## config.mk

```make
export PLATFORM = sky130hd
export DESIGN_NAME = mcur_lane
export DESIGN_NICKNAME = d
export VERILOG_FILES = /design/src/rtl/core/mcur_pkg.sv /design/src/rtl/core/mcur_lane.sv
export SDC_FILE = /design/constraint.sdc
export NUM_CORES = 1
export LEC_CHECK = 0
export ABC_CLOCK_PERIOD_IN_PS = 2150
export BUFFER_PORTS_ARGS = -buffer_cell sky130_fd_sc_hd__buf_2
export CORE_ASPECT_RATIO = 1.5
export CORE_MARGIN = 2
export CORE_UTILIZATION = 30
export CTS_BUF_LIST = sky130_fd_sc_hd__clkbuf_2 sky130_fd_sc_hd__clkbuf_4 sky130_fd_sc_hd__clkbuf_8
export CTS_CLUSTER_SIZE = 8
export DETAILED_ROUTE_END_ITERATION = 6
export PLACE_DENSITY_LB_ADDON = 0.3
export SETUP_SLACK_MARGIN = 0.1
export SYNTH_ARGS = -nofsm -noshare
export SYNTH_HDL_FRONTEND = slang
export SYNTH_SLANG_ARGS = --single-unit
```

## constraint.sdc

```tcl
create_clock -name clock -period 2.15 [get_ports clock]
set_input_delay 0.215 -clock clock [delete_from_list [all_inputs] [get_ports clock]]
set_output_delay 0.215 -clock clock [all_outputs]
set_load 0.02 [all_outputs]
```

## src/rtl/core/mcur_pkg.sv

```systemverilog
`default_nettype none

package mcur_pkg;

   // Default number of echo channels, and the fixed widths of the interface fields.
   localparam int NUM_CHANNELS_DEFAULT = 8;
   localparam int LEVELS_W             = 8;
   localparam int CHANNEL_W            = 3;
   localparam int STATUS_W             = 2;
   localparam int DIST_W               = 21;
   localparam int PERIOD_W             = 20;
   localparam int TRIGGER_W            = 10;
   localparam int WIDTH_W              = 20;
   localparam int CSR_INDEX_W          = 2;
   localparam int CSR_DATA_W           = 20;

   // Echo width times 17 fits in 25 bits.
   localparam int W17_W  = WIDTH_W + 5;
   localparam int PROD_W = W17_W + 32;

   // Divide by ten: multiply by ceil(2^35 / 10) and keep the bits from 35 up.
   localparam logic [31:0] RECIP_TEN       = 32'hCCCC_CCCD;
   localparam int          RECIP_TEN_SHIFT = 35;

   localparam logic [PERIOD_W-1:0]  PERIOD_RESET  = 20'd50000;
   localparam logic [TRIGGER_W-1:0] TRIGGER_RESET = 10'd100;
   localparam logic [WIDTH_W-1:0]   WIDTH_MAX     = 20'hF_FFFF;

   // Configuration register indexes.
   localparam logic [CSR_INDEX_W-1:0] CSR_PERIOD_TICKS  = 2'd0;
   localparam logic [CSR_INDEX_W-1:0] CSR_TRIGGER_TICKS = 2'd1;

   // Reported echo status codes.
   localparam logic [STATUS_W-1:0] STATUS_NO_ECHO    = 2'd0;
   localparam logic [STATUS_W-1:0] STATUS_UNFINISHED = 2'd1;
   localparam logic [STATUS_W-1:0] STATUS_MEASURED   = 2'd2;

   typedef enum logic [1:0] {
      PHASE_IDLE   = 2'd0,
      PHASE_ARMED  = 2'd1,
      PHASE_TIMING = 2'd2,
      PHASE_DONE   = 2'd3
   } phase_type;

   // Per-tick control shared by every lane.
   typedef struct packed {
      logic accept;
      logic arm;
      logic sample;
   } lane_ctl_type;

   // What the time base tells the merging stage about an accepted tick.
   typedef struct packed {
      logic accept;
      logic is_last;
      logic trig;
   } tick_type;

endpackage

`default_nettype wire

```

## src/rtl/core/mcur_lane.sv

```systemverilog
`default_nettype none

module mcur_lane (
   input  wire logic                                clock,
   input  wire logic                                reset,
   input  wire mcur_pkg::lane_ctl_type              ctl,
   input  wire logic                                level,
   output mcur_pkg::phase_type                      phase,
   output logic [mcur_pkg::WIDTH_W-1:0]             width
);

   mcur_pkg::phase_type                 phase_ff, phase_in, phase_cur;
   logic [mcur_pkg::WIDTH_W-1:0]        width_ff, width_in;

   always_comb begin
      phase_cur = ctl.arm ? mcur_pkg::PHASE_ARMED : phase_ff;
      phase_in  = phase_ff;
      width_in  = width_ff;
      if (ctl.accept) begin
         phase_in = phase_cur;
         if (ctl.sample) begin
            case (phase_cur)
               mcur_pkg::PHASE_ARMED: begin
                  if (level) begin
                     phase_in = mcur_pkg::PHASE_TIMING;
                     width_in = mcur_pkg::WIDTH_W'(1);
                  end
               end
               mcur_pkg::PHASE_TIMING: begin
                  if (level) begin
                     if (width_ff != mcur_pkg::WIDTH_MAX) begin
                        width_in = width_ff + mcur_pkg::WIDTH_W'(1);
                     end
                  end else begin
                     phase_in = mcur_pkg::PHASE_DONE;
                  end
               end
               default: begin
               end
            endcase
         end
      end
   end

   always_ff @(posedge clock) begin
      if (reset) begin
         phase_ff <= mcur_pkg::PHASE_IDLE;
         width_ff <= '0;
      end else begin
         phase_ff <= phase_in;
         width_ff <= width_in;
      end
   end

   assign phase = phase_ff;
   assign width = width_ff;

endmodule

`default_nettype wire

```

==> flow_metrics.env <==
export IMPL_cts_buffer_depth=2
export IMPL_r2r_start="phase[0]$_SDFFE_PP0P_"
export IMPL_tns_ps=0
export IMPL_final_setup_skew_ps=1.88
export IMPL_syn_inst=162
export IMPL_final_antenna_net_count=0
export IMPL_synth_area_um2=1250
export IMPL_met2_length_um=1820
export IMPL_async_reset_ff_frac=0
export IMPL_final_common_cell="buf_2"
export IMPL_clkSlewWorstSetupHoldPaths_ps=80
export IMPL_core_um2=3960
export IMPL_hold_viol=0
export IMPL_worstSetupEndpointType="register"
export IMPL_worst_r2r_endpoint="width[0]$_SDFFE_PP0P_"
export IMPL_grt_max_degree=26
export IMPL_path_max_fanout=7
export IMPL_worstPathRequired_ps=2320
export IMPL_cts_tree="built"
export IMPL_hold_path_class="primary input to register"
export IMPL_regToRegSetupSlack_ps=200
export IMPL_rows=28
export IMPL_reg2reg_depth=8
export IMPL_grt_pass1_wl_um=5630
export IMPL_min_period_ps=1950
export IMPL_drt_pass1_iter_count=4
export IMPL_layout_common_cells="buf_2 (27), dfxtp_1 (22), nand2_1 (17), a21oi_1 (17), o21ai_0 (11)"
export IMPL_io_buffers=27
export IMPL_ir_worst_vdd_mv=0.242
export IMPL_fp_dieH_um=83.1
export IMPL_max_cap_violations=0
export IMPL_syn_nets=171
export IMPL_gp_congestion=0.781
export IMPL_dr_first_iter_drc_count=55
export IMPL_post_cts_setup_buffers=0
export IMPL_clock_sinks=22
export IMPL_highest_layer="met4"
export IMPL_diodes=0
export IMPL_crit_arrival_ps=2120
export IMPL_worst_slack_ps=195
export IMPL_synth_largest_area_cell="dfxtp_1"
export IMPL_yosys_cell_types_count=36
export IMPL_ctsRootBufferMaster="clkbuf_8"
export IMPL_synth_top_area_share=0.352
export IMPL_ys_flop_type="dfxtp_1"
export IMPL_start_util=0.316
export IMPL_startpoint_type="register"
export IMPL_met3_length_um=118
export IMPL_synthToLayoutAreaGrowth_pct=23.6
export IMPL_final_util=0.391
export IMPL_ys_seq_area_frac=0.352
export IMPL_vias_per_cell=5.58
export IMPL_ys_top_cells_by_area="dfxtp_1 (35%), a21oi_1 (6.8%), nand2_1 (5.1%), a311oi_1 (4.9%), o21ai_0 (4.4%)"
export IMPL_ios=28
export IMPL_hp_start="ctl[2]"
export IMPL_grt_pass1_vias=1205
export IMPL_wl_met1_um=1420
export IMPL_finalSetupViolCount=0
export IMPL_drc=0
export IMPL_ys_ff_latch=22
export IMPL_worstHoldEndpoint="phase[0]$_SDFFE_PP0P_"
export IMPL_die_area_um2=4710
export IMPL_outcome="complete, no violations"
export IMPL_max_freq_mhz=512
export IMPL_grt_antenna_before_repair=0
export IMPL_cts_buffers=3
export IMPL_cts_htree_levels=1
export IMPL_synth_area_per_cell_um2=7.72
export IMPL_layout_drive_gt1_share=0.237
export IMPL_synth_edf_count=0
export IMPL_p_total_w=0.000771
export IMPL_drv_slew=0
export IMPL_crit_type="register to register"
export IMPL_grt_overflow=0
export IMPL_leakage_nw=0.583
export IMPL_grt_use_total=0.148
export IMPL_postCtsHoldBufs=0
export IMPL_clock_latency_ps=260
export IMPL_vias=1334
export IMPL_worstMarginPinSlew_ps=471
export IMPL_dpl_worst_slack_ps=178
export IMPL_avgRoutedWirePerCell_um=14.2
export IMPL_routed_wl_um=3390
export IMPL_yosys_warnings=0
export IMPL_die_w_um=56.7
export IMPL_min_path_cells=2
export IMPL_fin_crit_sh=0.909
export IMPL_power_per_cell_area_nw_per_um2=498
export IMPL_rsz0062_at_grt="yes"
export IMPL_dpl_hpwl_um=2420
export IMPL_nets=204
export IMPL_relSlewSlack=0.686
metrics by stage:
stage	hold WS (ps)	area [um^2]	instances
floorplan	324	1250	162
CTS	181	1530	239
detailed placement	469	1480	235
global placement	474	1480	235
global route	208	1550	239
finish	186	1550	239
report_power, final:
| group | switching (W) | internal [W] |
|---|---|---|
| combinational | 0.0000346 | 0.0000219 |
| clock | 0.000139 | 0.000163 |
| sequential | 0.00000185 | 0.000410 |
| total | 0.000175 | 0.000595 |
what timing repair did:
item	CTS	global route
setup endpoints to repair	0	13
gates resized for setup	0	3
hold endpoints to repair	0	0
synth_stat cells (2+ instances only):
library cell,instances
and3_1,3
nand2_1,17
inv_1,5
nor3_1,5
dfxtp_1,22
nand3_2,2
a31oi_1,7
a21oi_1,17
nand4_1,5
nand3_1,7
ha_1,3
clkbuf_1,5
o2bb2ai_1,2
nor3_2,2
o21ai_0,11
and2_1,3
or3_1,6
a311oi_1,7
nand4b_1,2
nand2b_1,7
nor2_1,9
per-layer routing:
metal | vias to the layer above | global-route usage
met4 | 0 | 0.0571
met2 | 26 | 0.261
met1 | 628 | 0.177
li1 | 678 | -
met5 | - | 0
met3 | 2 | 0.0202
layout make-up:
type | count | area [um^2]
clock buffer | 4 | 55.1
fill | 443 | 2410
inverter | 5 | 18.8
multi-input combinational | 128 | 781
sequential | 22 | 440
tap | 45 | 56.3
timing repair buffer | 35 | 195
cell families (layout without fill, tap and decap cells):
kind of cell,Yosys count,after routing,share of synthesized area
adder cells (fa/ha/maj),3,3,0.0300
buffers and inverters,12,44,0.0370
AND/OR/NAND/NOR,75,75,0.332
AO/OA/AOI/OAI,50,50,0.249
flip-flops,22,22,0.352
critical path, cell delays in order (launching register included):
cell and delay [ps]:
dfxtp_1 320, or2_2 310, inv_1 90, ha_2 240
o21ai_0 130, a31oi_1 270, buf_4 200, nor2_1 40
a211oi_1 240
flip-flops by register name, indices dropped and copies added, names as in the netlist:
signal and count:
phase 2, width 20
worst max path at each step:
stage                                startpoint                endpoint  depth (start not counted)
final                     phase[0]$_SDFFE_PP0P_   width[0]$_SDFFE_PP0P_                          8
after global routing      phase[0]$_SDFFE_PP0P_  width[15]$_SDFFE_PP0P_                          8
after CTS                 phase[0]$_SDFFE_PP0P_   width[0]$_SDFFE_PP0P_                          8
after detailed placement  phase[0]$_SDFFE_PP0P_   width[0]$_SDFFE_PP0P_                          8
after global placement                   ctl[1]   width[0]$_SDFFE_PP0P_                          9
after floorplan           phase[0]$_SDFFE_PP0P_   width[7]$_SDFFE_PP0P_                          8
No activity file was read; power rests on OpenSTA's default activity.
